`config.mk`:
```
export PLATFORM = sky130hd
export DESIGN_NAME = nfa_ctrl
export DESIGN_NICKNAME = d
export VERILOG_FILES = /design/src/sv/nfa_pkg.sv /design/src/sv/nfa_ctrl.sv
export SDC_FILE = /design/constraint.sdc
export NUM_CORES = 1
export LEC_CHECK = 0
export BUFFER_PORTS_ARGS = -buffer_cell sky130_fd_sc_hd__buf_4
export CAP_MARGIN = 20
export CORE_UTILIZATION = 52
export DETAILED_ROUTE_END_ITERATION = 7
export HOLD_SLACK_MARGIN = 0.08
export PLACE_DENSITY_LB_ADDON = 0.12
export SYNTH_ARGS = -nofsm -noshare
export SYNTH_HDL_FRONTEND = slang
export SYNTH_SLANG_ARGS = --single-unit
```
`constraint.sdc`:
```
create_clock -name clk -period 2.15 [get_ports clk]
set_clock_uncertainty 0.1 [all_clocks]
set_input_delay 0.1075 -clock clk [delete_from_list [all_inputs] [get_ports clk]]
set_output_delay 0.1075 -clock clk [all_outputs]
set_load 0.01 [all_outputs]
```
`src/sv/nfa_pkg.sv`:
```
// Shared types, widths and command codes for the next-fit free-list allocator.
package nfa_pkg;

  localparam int ADDR_W           = 32;
  localparam int BYTES_W          = 24;
  localparam int UNITS_W          = 22;
  localparam int NEED_W           = BYTES_W + 1;
  localparam int STATUS_W         = 2;
  localparam int CFG_IDX_W        = 1;
  localparam int CFG_DATA_W       = 32;
  localparam int UNIT_BYTES_DEF   = 8;
  localparam int MAX_EXTENTS_DEF  = 64;
  localparam logic [UNITS_W-1:0] UNITS_MAX = {UNITS_W{1'b1}};

  localparam logic [CFG_IDX_W-1:0] REG_REGION_START = 1'b0;
  localparam logic [CFG_IDX_W-1:0] REG_REGION_BYTES = 1'b1;

  localparam logic [STATUS_W-1:0] ST_OK      = 2'd0;
  localparam logic [STATUS_W-1:0] ST_NO_FIT  = 2'd1;
  localparam logic [STATUS_W-1:0] ST_ZERO    = 2'd2;
  localparam logic [STATUS_W-1:0] ST_FULL    = 2'd3;

  typedef struct packed {
    logic [ADDR_W-1:0]  start;
    logic [UNITS_W-1:0] units;
  } ext_t;

  typedef enum logic [4:0] {
    OP_NONE,
    OP_LOAD,
    OP_A_INIT,
    OP_RD_POS,
    OP_A_NEXT,
    OP_A_HIT,
    OP_A_EXACT,
    OP_A_TAIL,
    OP_A_ADDR,
    OP_ROVER_BEFORE,
    OP_RM_RD,
    OP_RM_WR,
    OP_RM_END,
    OP_F_INIT,
    OP_F_CUR,
    OP_F_ADV,
    OP_F_EVNEXT,
    OP_F_EVPREV,
    OP_F_WPREV,
    OP_F_WCUR,
    OP_INS_INIT,
    OP_INS_RD,
    OP_INS_WR,
    OP_INS_PUT,
    OP_FINISH
  } op_t;

  typedef struct packed {
    op_t                 op;
    logic [STATUS_W-1:0] code;
  } cmd_t;

  typedef struct packed {
    logic action;
    logic bytes_zero;
    logic early_fail;
    logic uaddr_zero;
    logic units_zero;
    logic hit;
    logic exact;
    logic scan_last;
    logic rm_last;
    logic pos_end;
    logic start_ge;
    logic mnext;
    logic mprev;
    logic full;
    logic ins_done;
    logic out_busy;
  } sts_t;

endpackage

```
`src/sv/nfa_ctrl.sv`:
```
// Controller state machine sequencing allocate and free requests over the datapath.
module nfa_ctrl import nfa_pkg::*; (
  input  logic clk,
  input  logic rst_n,
  input  logic in_valid,
  output logic in_ready,
  input  sts_t sts,
  output cmd_t cmd
);

  typedef enum logic [4:0] {
    S_IDLE,
    S_DISPATCH,
    S_A_RD,
    S_A_CMP,
    S_A_TAKE,
    S_A_TAIL2,
    S_RM_CHK,
    S_RM_WR,
    S_RM_POST,
    S_F_CHK,
    S_F_CMP,
    S_F_EVN,
    S_F_EVP,
    S_F_ACT,
    S_I_CHK,
    S_I_WR,
    S_I_POST,
    S_FIN
  } state_t;

  state_t              state_r, state_nxt;
  logic [STATUS_W-1:0] code_r, code_nxt;
  op_t                 op;

  always_comb begin
    state_nxt = state_r;
    code_nxt  = code_r;
    op        = OP_NONE;
    unique case (state_r)
      S_IDLE: begin
        if (in_valid) begin
          op        = OP_LOAD;
          state_nxt = S_DISPATCH;
        end
      end
      S_DISPATCH: begin
        state_nxt = S_FIN;
        if (!sts.action) begin
          if (sts.bytes_zero) begin
            code_nxt = ST_ZERO;
          end else if (sts.early_fail) begin
            code_nxt = ST_NO_FIT;
          end else begin
            op        = OP_A_INIT;
            state_nxt = S_A_RD;
          end
        end else begin
          if (sts.uaddr_zero) begin
            code_nxt = ST_OK;
          end else if (sts.units_zero) begin
            code_nxt = ST_ZERO;
          end else begin
            op        = OP_F_INIT;
            state_nxt = S_F_CHK;
          end
        end
      end
      S_A_RD: begin
        op        = OP_RD_POS;
        state_nxt = S_A_CMP;
      end
      S_A_CMP: begin
        if (sts.hit) begin
          op        = OP_A_HIT;
          state_nxt = S_A_TAKE;
        end else if (sts.scan_last) begin
          code_nxt  = ST_NO_FIT;
          state_nxt = S_FIN;
        end else begin
          op        = OP_A_NEXT;
          state_nxt = S_A_RD;
        end
      end
      S_A_TAKE: begin
        code_nxt = ST_OK;
        if (sts.exact) begin
          op        = OP_A_EXACT;
          state_nxt = S_RM_CHK;
        end else begin
          op        = OP_A_TAIL;
          state_nxt = S_A_TAIL2;
        end
      end
      S_A_TAIL2: begin
        op        = OP_A_ADDR;
        state_nxt = S_FIN;
      end
      S_RM_CHK: begin
        if (sts.rm_last) begin
          op        = OP_RM_END;
          state_nxt = S_RM_POST;
        end else begin
          op        = OP_RM_RD;
          state_nxt = S_RM_WR;
        end
      end
      S_RM_WR: begin
        op        = OP_RM_WR;
        state_nxt = S_RM_CHK;
      end
      S_RM_POST: begin
        if (!sts.action) begin
          op = OP_ROVER_BEFORE;
        end
        state_nxt = S_FIN;
      end
      S_F_CHK: begin
        if (sts.pos_end) begin
          state_nxt = S_F_EVN;
        end else begin
          op        = OP_RD_POS;
          state_nxt = S_F_CMP;
        end
      end
      S_F_CMP: begin
        if (sts.start_ge) begin
          op        = OP_F_CUR;
          state_nxt = S_F_EVN;
        end else begin
          op        = OP_F_ADV;
          state_nxt = S_F_CHK;
        end
      end
      S_F_EVN: begin
        op        = OP_F_EVNEXT;
        state_nxt = S_F_EVP;
      end
      S_F_EVP: begin
        op        = OP_F_EVPREV;
        state_nxt = S_F_ACT;
      end
      S_F_ACT: begin
        code_nxt = ST_OK;
        if (sts.mprev) begin
          op        = OP_F_WPREV;
          state_nxt = sts.mnext ? S_RM_CHK : S_FIN;
        end else if (sts.mnext) begin
          op        = OP_F_WCUR;
          state_nxt = S_FIN;
        end else if (sts.full) begin
          code_nxt  = ST_FULL;
          state_nxt = S_FIN;
        end else begin
          op        = OP_INS_INIT;
          state_nxt = S_I_CHK;
        end
      end
      S_I_CHK: begin
        if (sts.ins_done) begin
          op        = OP_INS_PUT;
          state_nxt = S_I_POST;
        end else begin
          op        = OP_INS_RD;
          state_nxt = S_I_WR;
        end
      end
      S_I_WR: begin
        op        = OP_INS_WR;
        state_nxt = S_I_CHK;
      end
      S_I_POST: begin
        op        = OP_ROVER_BEFORE;
        state_nxt = S_FIN;
      end
      S_FIN: begin
        if (!sts.out_busy) begin
          op        = OP_FINISH;
          state_nxt = S_IDLE;
        end
      end
      default: begin
        state_nxt = S_IDLE;
      end
    endcase
  end

  always_ff @(posedge clk) begin
    if (!rst_n) begin
      state_r <= S_IDLE;
      code_r  <= ST_OK;
    end else begin
      state_r <= state_nxt;
      code_r  <= code_nxt;
    end
  end

  assign in_ready = (state_r == S_IDLE);
  assign cmd.op   = op;
  assign cmd.code = code_r;

endmodule

```
==> summary.md, run 1 <==
| Metric | Value |
|---|---|
| Max-slew headroom | 75.7% |
| CTS buffer count | 3 |
| Final #Nets | 198 |
| Layout area overhead | 28.3% |
| Post-synth top area share | 13.7% |
| FF-to-FF Start | state_r[0]$_SDFFE_PN0P_ |
| Routed WL per cell | 15.3 µm |
| Register area share after synthesis | 13.7% |
| Setup violators final | 0 |
| DR vias | 1262 |
| Hold_sp | sts[8] |
| Crit start category | flip-flop |
| Crit path time final | 2070 ps |
| Hold Fails Final Rpt | 0 |
| Yosys cell types | 45 |
| Worst path max stage delay | 530 ps |
| Slack of the worst reg-to-reg path | 370 ps |
| N_diodes | 0 |
| Status | finished clean |
| CP delay by family, top | simple AND/OR/NAND/NOR gates |
| DR pass1 iterations | 4 |
| Worst-path cell chain | or3_1 > mux2_2 > o32ai_1 > or4_1 > buf_4 |
| Antenna viol nets, final | 0 |
| Cell taking the most area after synthesis | dfxtp_1 |
| Setup TNS | 0 ps |
| Syn nets | 166 |
| R2R depth | 6 |
| Die area | 2150 µm² |
| Setup Crit Path Kind | reg2out |
| PwrDens | 828 nW/µm² |
| Worst Hold Class | in2reg |
| I/O Pins | 27 |
| Core area | 1780 µm² |
| CTS H-tree lvls | 1 |
| Max stage delay cell, worst path | or4_1 |
| Routability cong. | 0.967 |
| Clk_lat worst skew | 260 ps |
| CTS clk-pin slew, worst paths | 60 ps |
| Max-slew violation count | 0 |
| Filler Cells Inserted | 146 |
| Post-Syn Instances | 147 |
| Largest net degree at the start of global routing | 16 |
| Placed inst area | 1270 µm² |
| Crit path from | state_r[0]$_SDFFE_PN0P_ |
| Worst vdd ir | 0.000646 V |
| Gr ovfl total | 0 |
| Row cnt | 15 |
| Die Y | 46.3 µm |
| RSZ-0062 raised after global routing | false |
| Vias per cell | 6.22 |
| Worst Path Buf+Inv | 1 |
| Tcrit/Tclk final | 96.3% |
| Worst-margin pin slew | 362 ps |
| Post-synth design cell area | 1020 µm² |
| Number of remaining DRC errors | 0 |
| Initial core utilization | 57.3% |
| Worst Path Max Fanout | 15 |
| Finished Cell Area | 1310 µm² |
| Max-Cap Viols | 0 |
| Synth warn | 0 |
| Worst setup EP type | primary output |
| Deepest clock path buffer count | 2 |
| Avg Inst Size Synth | 6.95 µm² |
| Synthesized flop and latch total | 7 |
| Root Driver | clkbuf_4 |
| Synth top area cells | dfxtp_1 14%, a21oi_1 6.4%, nand2_1 5.1%, nand2b_1 4.9%, nor3_1 4.4% |
| WP depth | 5 |
| Vias in the first global route | 1087 |
| GR Util All Layers | 32.1% |
| CTS tree | built |
| Fmax | 483 MHz |
| Layout cells sized above 1 | 31.5% |
| # Post-CTS Setup Buffers | 0 |
| First-pass GRT wire length | 4900 µm |
| Setup crit end | cmd[2] |
| WP data required | 1940 ps |
| Reg2reg end | code_r[1]$_SDFFE_PN0P_ |
| Number of clock sinks | 7 |
| Port-buffer cells | 26 |
| Routed Wire Length | 3100 µm |
| Initial antenna violation count | 0 |
| Detail Placement HPWL | 2430 µm |
| CP arrival | 1860 ps |
| DR iter-0 viols | 65 |
| Pleak | 0.000519 µW |
| Die Wd | 46.3 µm |
where the power goes:
part           switching, µW  internal (µW)
Combinational            369            348
Clock                   53.0           71.1
Sequential              75.7            170
stage by stage:
step | instances | setup WS, ps | hold slack (ps) | util (%) | total power, µW
floorplan | 147 | 529 | 135 | - | 691
global placement | 198 | 271 | 277 | 71.2 | 930
detailed placement | 198 | 218 | 286 | 71.2 | 944
CTS | 203 | 18.3 | 152 | 73.3 | 1080
global route | 203 | 0.128 | 181 | 73.5 | 1170
finish | 203 | 79.6 | 166 | 73.5 | 1090
area by class of cell:
type	instances	area [µm²]	area share (%)
Multi-Input combinational cell	126	808	61.6
Timing Repair Buffer	38	288	21.9
Sequential cell	7	146	11.2
Tap cell	25	31.3	2.39
Clock buffer	4	26.3	2.00
Inverter	3	11.3	0.859
per-layer routing:
layer	up-vias	part of all wire [%]	global-route usage [%]	wire length (µm)
met3	4	7.7	2.35	239
met1	571	44	44.9	1360
met4	0	1.7	13.5	53
met2	67	47	50.0	1450
li1	620	-	-	-
met5	-	0	0	0
placed cells by master (no fill, tap or decap), types with 2 or more instances in the layout:
cell / Yosys / routed
buf_4: 2 / 37
nand2_1: 14 / 14
a21oi_1: 13 / 13
nor2_1: 11 / 11
nor3_1: 9 / 9
o21ai_0: 9 / 9
nand2b_1: 8 / 8
nor2b_1: 6 / 6
o31ai_1: 5 / 5
dfxtp_2: 0 / 5
or3_1: 3 / 3
o31a_1: 3 / 3
or4_1: 3 / 3
a31oi_1: 3 / 3
a22oi_1: 3 / 3
clkbuf_4: 0 / 3
or2_1: 2 / 2
nor3b_2: 2 / 2
nor3b_1: 2 / 2
nand3b_1: 2 / 2
nand3_1: 2 / 2
o22ai_1: 2 / 2
o21bai_1: 2 / 2
o211ai_1: 2 / 2
a21o_1: 2 / 2
a21boi_1: 2 / 2
inv_1: 2 / 2
a221oi_2: 2 / 2
dfxtp_1: 7 / 2
worst min-delay path by stage:
| stage | endpoint | slack (ps) | cells after the start |
|---|---|---|---|
| floorplan | state_r[1]$_SDFFE_PN0P_ | 140 | 1 |
| global placement | state_r[1]$_SDFFE_PN0P_ | 280 | 2 |
| detailed placement | state_r[1]$_SDFFE_PN0P_ | 290 | 2 |
| CTS | state_r[1]$_SDFFE_PN0P_ | 150 | 4 |
| global route | code_r[1]$_SDFFE_PN0P_ | 180 | 4 |
| finish | code_r[1]$_SDFFE_PN0P_ | 170 | 4 |
flip-flops by register name, summed over array words and instances (netlist names):
| signal | flops |
|---|---|
| code_r | 2 |
| state_r | 5 |
Yosys cell counts (all sizes together):
library cell and number:
nand2 14, a21oi 13, nor2 11, o21ai 10, nor3 9, buf 8
nand2b 8, dfxtp 7, nor2b 6, o31ai 5, nor3b 4, a21boi 3
a22oi 3, a31oi 3, clkbuf 3, inv 3, nand3 3, o31a 3
or3 3, or4 3, a21o 2, a221oi 2, and2b 2, nand3b 2
o211ai 2, o21bai 2, o22ai 2, or2 2, a31o 1, a32o 1
a41oi 1, mux2 1, nor4 1, nor4b 1, o221ai 1, o32ai 1
or3b 1
worst min-delay path, stage by stage:
cell      delay (ps)
buf_4             80
nand2b_1         120
nand2_1          110
a221oi_2          60
repair_timing:
item	4_1_cts	5_1_grt
resized for setup	2	3
endpoints found under the setup margin	1	2
hold endpoints to repair	6	0
hold buffers	1	0
cells by family (layout without fill, tap and decap cells):
kind of cell	count (synthesis)	after routing	synth area share [%]
AND/OR/NAND/NOR	70	70	41.2
multiplexers	1	1	1.10
AO/OA/AOI/OAI	55	55	36.7
flip-flops	7	7	13.7
buffers and inverters	14	45	7.22
Note: power is estimated with default switching activity, not from simulation.
==> inputs of run 2 (changes only) <==
==> constraint.sdc (replaced) <==
create_clock -name clk -period 2.2 [get_ports clk]
set_clock_uncertainty 0.1 [all_clocks]
set_input_delay 0.11 -clock clk [delete_from_list [all_inputs] [get_ports clk]]
set_output_delay 0.11 -clock clk [all_outputs]
set_load 0.01 [all_outputs]
==> summary.md, run 2 (synthesis results as in run 1) <==
| Metric | Value |
|---|---|
| Status | finished clean |
| Worst-margin pin slew | 404 ps (+41.4 ps) |
| Worst Hold Class | in2reg |
| Net Sw Power | 482 µW (-3.1%) |
| Largest net degree at the start of global routing | 16 (unchanged) |
| Core area | 1780 µm² (unchanged) |
| Die area | 2150 µm² (unchanged) |
| Routed Wire Length | 3070 µm (-0.97%) |
| Deepest clock path buffer count | 2 (unchanged) |
| Root Driver | clkbuf_4 |
| CTS tree | built |
| Port-buffer cells | 26 (unchanged) |
| Fmax | 488 MHz |
| Clk_lat worst skew | 260 ps (about the same) |
| Final #Nets | 194 (-2.0%) |
| Vias in the first global route | 1089 (+0.18%) |
| Tcrit/Tclk final | 93.1% |
| Die Wd | 46.3 µm (unchanged) |
| Initial antenna violation count | 0 (unchanged) |
| CTS buffer count | 3 (unchanged) |
| Max reg flops | 5 (unchanged) |
| Most common cell after layout, fill and taps aside | buf_4 |
| Sequential share of power | 23.1% (+0.5 points) |
| Most flops, register | state_r |
| CTS H-tree lvls | 1 (unchanged) |
| Layout cells sized above 1 | 30.5% (-1.0 points) |
| I/O Pins | 27 (unchanged) |
| PwrDens | 813 nW/µm² (-1.8%) |
| Vias per cell | 6.27 (+0.80%) |
| Number of clock sinks | 7 (unchanged) |
| Worst Path Max Fanout | 13 (-2) |
| Initial core utilization | 57.3% (unchanged) |
| Setup violators final | 0 (unchanged) |
| Setup ws final | 152 ps (+72.2 ps) |
| RSZ-0062 raised after global routing | false |
| Pleak | 0.000497 µW (-4.1%) |
| Routability cong. | 0.940 (-2.8%) |
| Worst vdd ir | 0.000615 V (-4.8%) |
| Reg2reg end | code_r[0]$_SDFFE_PN0P_ |
| Detail Placement HPWL | 2430 µm (-0.20%) |
| CP arrival | 1840 ps (-20 ps) |
| Crit path time final | 2050 ps |
| Row cnt | 15 (unchanged) |
| WP data required | 1990 ps (+50 ps) |
| CTS clk-pin slew, worst paths | 50 ps (about the same) |
| Crit start category | flip-flop |
| Most frequent cells in the layout | 33 x buf_4, 14 x nand2_1, 13 x a21oi_1, 11 x nor2_1 |
| DP Worst Slack | 172 ps (-46.1 ps) |
| Max-slew violation count | 0 (unchanged) |
| GR Util All Layers | 33.0% (+0.85 points) |
| DR vias | 1247 (-1.2%) |
| Number of remaining DRC errors | 0 (unchanged) |
| Max-slew headroom | 72.9% (-2.8 points) |
| Clock power share | 11.3% (about the same) |
| Hold Fails Final Rpt | 0 (unchanged) |
| R2R depth | 5 (-1) |
| Setup crit end | cmd[2] |
| DR iter-0 viols | 65 (unchanged) |
| Routed WL per cell | 15.4 µm (+1.0%) |
| Combinational share of power | 65.6% (-0.4 points) |
| Slack of the worst reg-to-reg path | 410 ps (+40 ps) |
| Crit path from | state_r[4]$_SDFFE_PN0P_ |
| Top flop regs | state_r x5, code_r x2 |
| Setup TNS | 0 ps (unchanged) |
| First-pass GRT wire length | 4970 µm (+1.4%) |
| Switching part of the total | 46.2% (+0.38 points) |
| Setup Crit Path Kind | reg2out |
| N_diodes | 0 (unchanged) |
| Worst setup EP type | primary output |
| DR pass1 iterations | 4 (unchanged) |
| Max-Cap Viols | 0 (unchanged) |
| Die Y | 46.3 µm (unchanged) |
| Cell Int Power | 562 µW (-4.6%) |
| # Post-CTS Setup Buffers | 0 (unchanged) |
| FF-to-FF Start | state_r[1]$_SDFFE_PN0P_ |
| Layout area overhead | 25.6% |
| Antenna viol nets, final | 0 (unchanged) |
| Gr ovfl total | 0 (unchanged) |
## run 2: cell type report
class,instances,area (µm²)
Multi-Input combinational cell,126,811
Fill cell,151,499
Timing Repair Buffer,34,258
Sequential cell,7,146
Tap cell,25,31.3
Clock buffer,4,26.3
Inverter,3,11.3
## run 2: worst min path at each step
| stage | depth (start not counted) | to | startpoint | slack [ps] |
|---|---|---|---|---|
| after floorplan | 1 | state_r[1]$_SDFFE_PN0P_ | rst_n | 140 |
| after global placement | 2 | state_r[1]$_SDFFE_PN0P_ | rst_n | 280 |
| after detailed placement | 2 | state_r[2]$_SDFFE_PN0P_ | rst_n | 280 |
| after CTS | 4 | state_r[1]$_SDFFE_PN0P_ | sts[5] | 150 |
| after global routing | 4 | code_r[1]$_SDFFE_PN0P_ | sts[8] | 150 |
| final | 4 | state_r[1]$_SDFFE_PN0P_ | sts[5] | 160 |
## run 2: critical path: stages (launching register included)
cell and delay [ps]:
dfxtp_2 470, and2b_1 290, nand3_4 130, nor3b_1 70, or4_1 460, buf_4 160
## run 2: stage by stage
step                      util [%]  hold WS [ps]  power [µW]  instances  area (µm²)
final                         72.0           161        1040        199        1280
after global routing          72.0           153        1140        199        1280
after CTS                     71.7           147        1030        199        1280
after detailed placement      69.5           284         902        194        1240
after global placement        69.5           279         903        194        1240
after floorplan                  -           138         675        147        1020
## run 2: power groups by stage
stage	logic, µW	clock network (µW)	registers, µW
floorplan	487	0	188
global placement	667	0	235
detailed placement	666	0	236
CTS	673	122	235
global route	752	135	250
finish	685	118	241
## run 2: per-layer routing
metal	share of wire (%)	up-vias	global-route usage, %	wire length (µm)
met5	0	-	0	0
met4	1.4	0	16.5	43
met3	8.0	6	5.49	245
met2	48	69	51.9	1470
met1	43	565	42.7	1310
li1	-	607	-	-
## run 2: timing repair
item                                    CTS  global route
hold endpoints to repair                  7             0
resized for setup                         3             3
hold buffers                              1             0
endpoints found under the setup margin    1             1
==> inputs of run 3 (changes only) <==
--- a/config.mk
+++ b/config.mk
@@ -5,7 +5,7 @@
 export SDC_FILE = /design/constraint.sdc
 export NUM_CORES = 1
 export LEC_CHECK = 0
-export BUFFER_PORTS_ARGS = -buffer_cell sky130_fd_sc_hd__buf_4
+export BUFFER_PORTS_ARGS = -buffer_cell sky130_fd_sc_hd__buf_2
 export CAP_MARGIN = 20
 export CORE_UTILIZATION = 52
 export DETAILED_ROUTE_END_ITERATION = 7
==> summary.md, run 3 (synthesis results as in run 1) <==
| Metric | Value |
|---|---|
| Status | finished clean |
| I/O Pins | 27 (unchanged) |
| Largest net degree at the start of global routing | 14 (-2) |
| Post-layout util | 69.3% (-2.7 points) |
| Worst Path Max Fanout | 13 (unchanged) |
| CTS clk-pin slew, worst paths | 50 ps (about the same) |
| Layout cells sized above 1 | 30.7% (+0.22 points) |
| Die area | 2150 µm² (unchanged) |
| Final #Nets | 196 (+1.0%) |
| Vias per cell | 6.48 (+3.4%) |
| Initial antenna violation count | 0 (unchanged) |
| Tcrit/Tclk final | 95.6% (+2.5 points) |
| RSZ-0062 raised after global routing | false |
| Pwr Total | 1010 µW (-2.8%) |
| CTS tree | built |
| N_diodes | 0 (unchanged) |
| Fmax | 476 MHz (-2.6%) |
| Max-slew headroom | 73.6% (+0.74 points) |
| Dpl cells | 196 (+1.0%) |
| CTS buffer count | 3 (unchanged) |
| Crit path time final | 2100 ps (+54.2 ps) |
| Pleak | 0.000490 µW (-1.6%) |
| Most frequent cells in the layout | 26 x buf_2, 14 x nand2_1, 13 x a21oi_1, 11 x nor2_1 |
| Crit start category | flip-flop |
| DR vias | 1302 (+4.4%) |
| Top flop regs | state_r x5, code_r x2 |
| Worst setup EP type | primary output |
| Layout area overhead | 20.9% |
| Row cnt | 15 (unchanged) |
| Most common cell after layout, fill and taps aside | buf_2 |
| Max-Cap Viols | 0 (unchanged) |
| Hold Fails Final Rpt | 0 (unchanged) |
| First-pass GRT wire length | 5150 µm (+3.6%) |
| PwrDens | 820 nW/µm² (+0.89%) |
| Die Y | 46.3 µm (unchanged) |
| Vias in the first global route | 1190 (+9.3%) |
| GR Util All Layers | 34.8% (+1.8 points) |
| DR pass1 iterations | 4 (unchanged) |
| Setup Crit Path Kind | reg2out |
| Core area | 1780 µm² (unchanged) |
| CTS H-tree lvls | 1 (unchanged) |
| Clk_lat worst skew | 260 ps (about the same) |
| Deepest clock path buffer count | 2 (unchanged) |
| Max-slew violation count | 0 (unchanged) |
| Worst vdd ir | 0.000564 V (-8.2%) |
| Detail Placement HPWL | 2560 µm (+5.3%) |
| Post-Layout Cell Count | 201 (+1.0%) |
| Number of remaining DRC errors | 0 (unchanged) |
| Setup violators final | 0 (unchanged) |
| CP arrival | 1890 ps (+50 ps) |
| Max reg flops | 5 (unchanged) |
| Initial core utilization | 57.3% (unchanged) |
| Port-buffer cells | 26 (unchanged) |
| Root Driver | clkbuf_4 |
| Gr ovfl total | 0 (unchanged) |
| Die Wd | 46.3 µm (unchanged) |
| Most flops, register | state_r |
| Worst Hold Class | in2reg |
| Setup TNS | 0 ps (unchanged) |
| Worst hold slack | 182 ps (+21.6 ps) |
| DR iter-0 viols | 74 (+14%) |
| Filler Cells Inserted | 158 (+4.6%) |
| Antenna viol nets, final | 0 (unchanged) |
| Routed WL per cell | 16.1 µm (+4.1%) |
| Routed Wire Length | 3230 µm (+5.2%) |
| Routability cong. | 0.943 (+0.32%) |
| Number of clock sinks | 7 (unchanged) |
| Worst-margin pin slew | 393 ps (-11.0 ps) |
| WP data required | 1990 ps (about the same) |
==> run 3: critical path: stages, from the launching register on <==
cell and delay (ps):
dfxtp_1 390, buf_4 220, nand2b_1 150, nand3_1 110
o211ai_1 100, or4_1 510, buf_2 150
==> run 3: final cells by class <==
cell class,count,area [µm²],share of cell area [%]
clock buffer,4,26.3,2.13
inverter,3,11.3,0.911
multi-input combinational,126,816,66.0
sequential,7,144,11.6
tap,25,31.3,2.53
timing repair buffer,36,208,16.8
==> run 3: power by group <==
part / switching, µW / leakage, µW / internal [µW] / total [µW]
combinational: 368 / 0.000416 / 300 / 668
sequential: 61.8 / 0.0000583 / 166 / 227
clock: 48.9 / 0.0000150 / 69.3 / 118
total: 479 / 0.000490 / 535 / 1010
==> run 3: per-stage QoR <==
stage / cell area, µm² / worst slack (ps)
after floorplan: 1020 / 576
after global placement: 1190 / 321
after detailed placement: 1190 / 289
after CTS: 1220 / 10.7
after global routing: 1240 / 2.47
final: 1240 / 97.6
==> run 3: final timing paths <==
check | from | end | slack [ps] | depth (start not counted)
worst max-delay path | state_r[3]$_SDFFE_PN0P_ | cmd[2] | 100 | 6
worst min register to register | code_r[1]$_SDFFE_PN0P_ | code_r[1]$_SDFFE_PN0P_ | 370 | 2
worst max register to register | state_r[1]$_SDFFE_PN0P_ | state_r[0]$_SDFFE_PN0P_ | 390 | 6
worst min-delay path | sts[13] | code_r[1]$_SDFFE_PN0P_ | 180 | 4
==> run 3: timing repair <==
action	CTS	global route
resized for setup	0	5
endpoints found under the hold margin	6	0
hold buffers	1	0
endpoints found under the setup margin	0	1
buffers inserted	0	0
==> run 3: per-layer routing <==
metal,routed length [µm],vias to the layer above,share of wire (%),GRT usage [%]
met5,0,-,0,0
met4,127,0,3.9,25.9
met3,240,15,7.4,8.63
met2,1520,80,47,54.4
met1,1340,594,41,40.3
li1,-,613,-,-
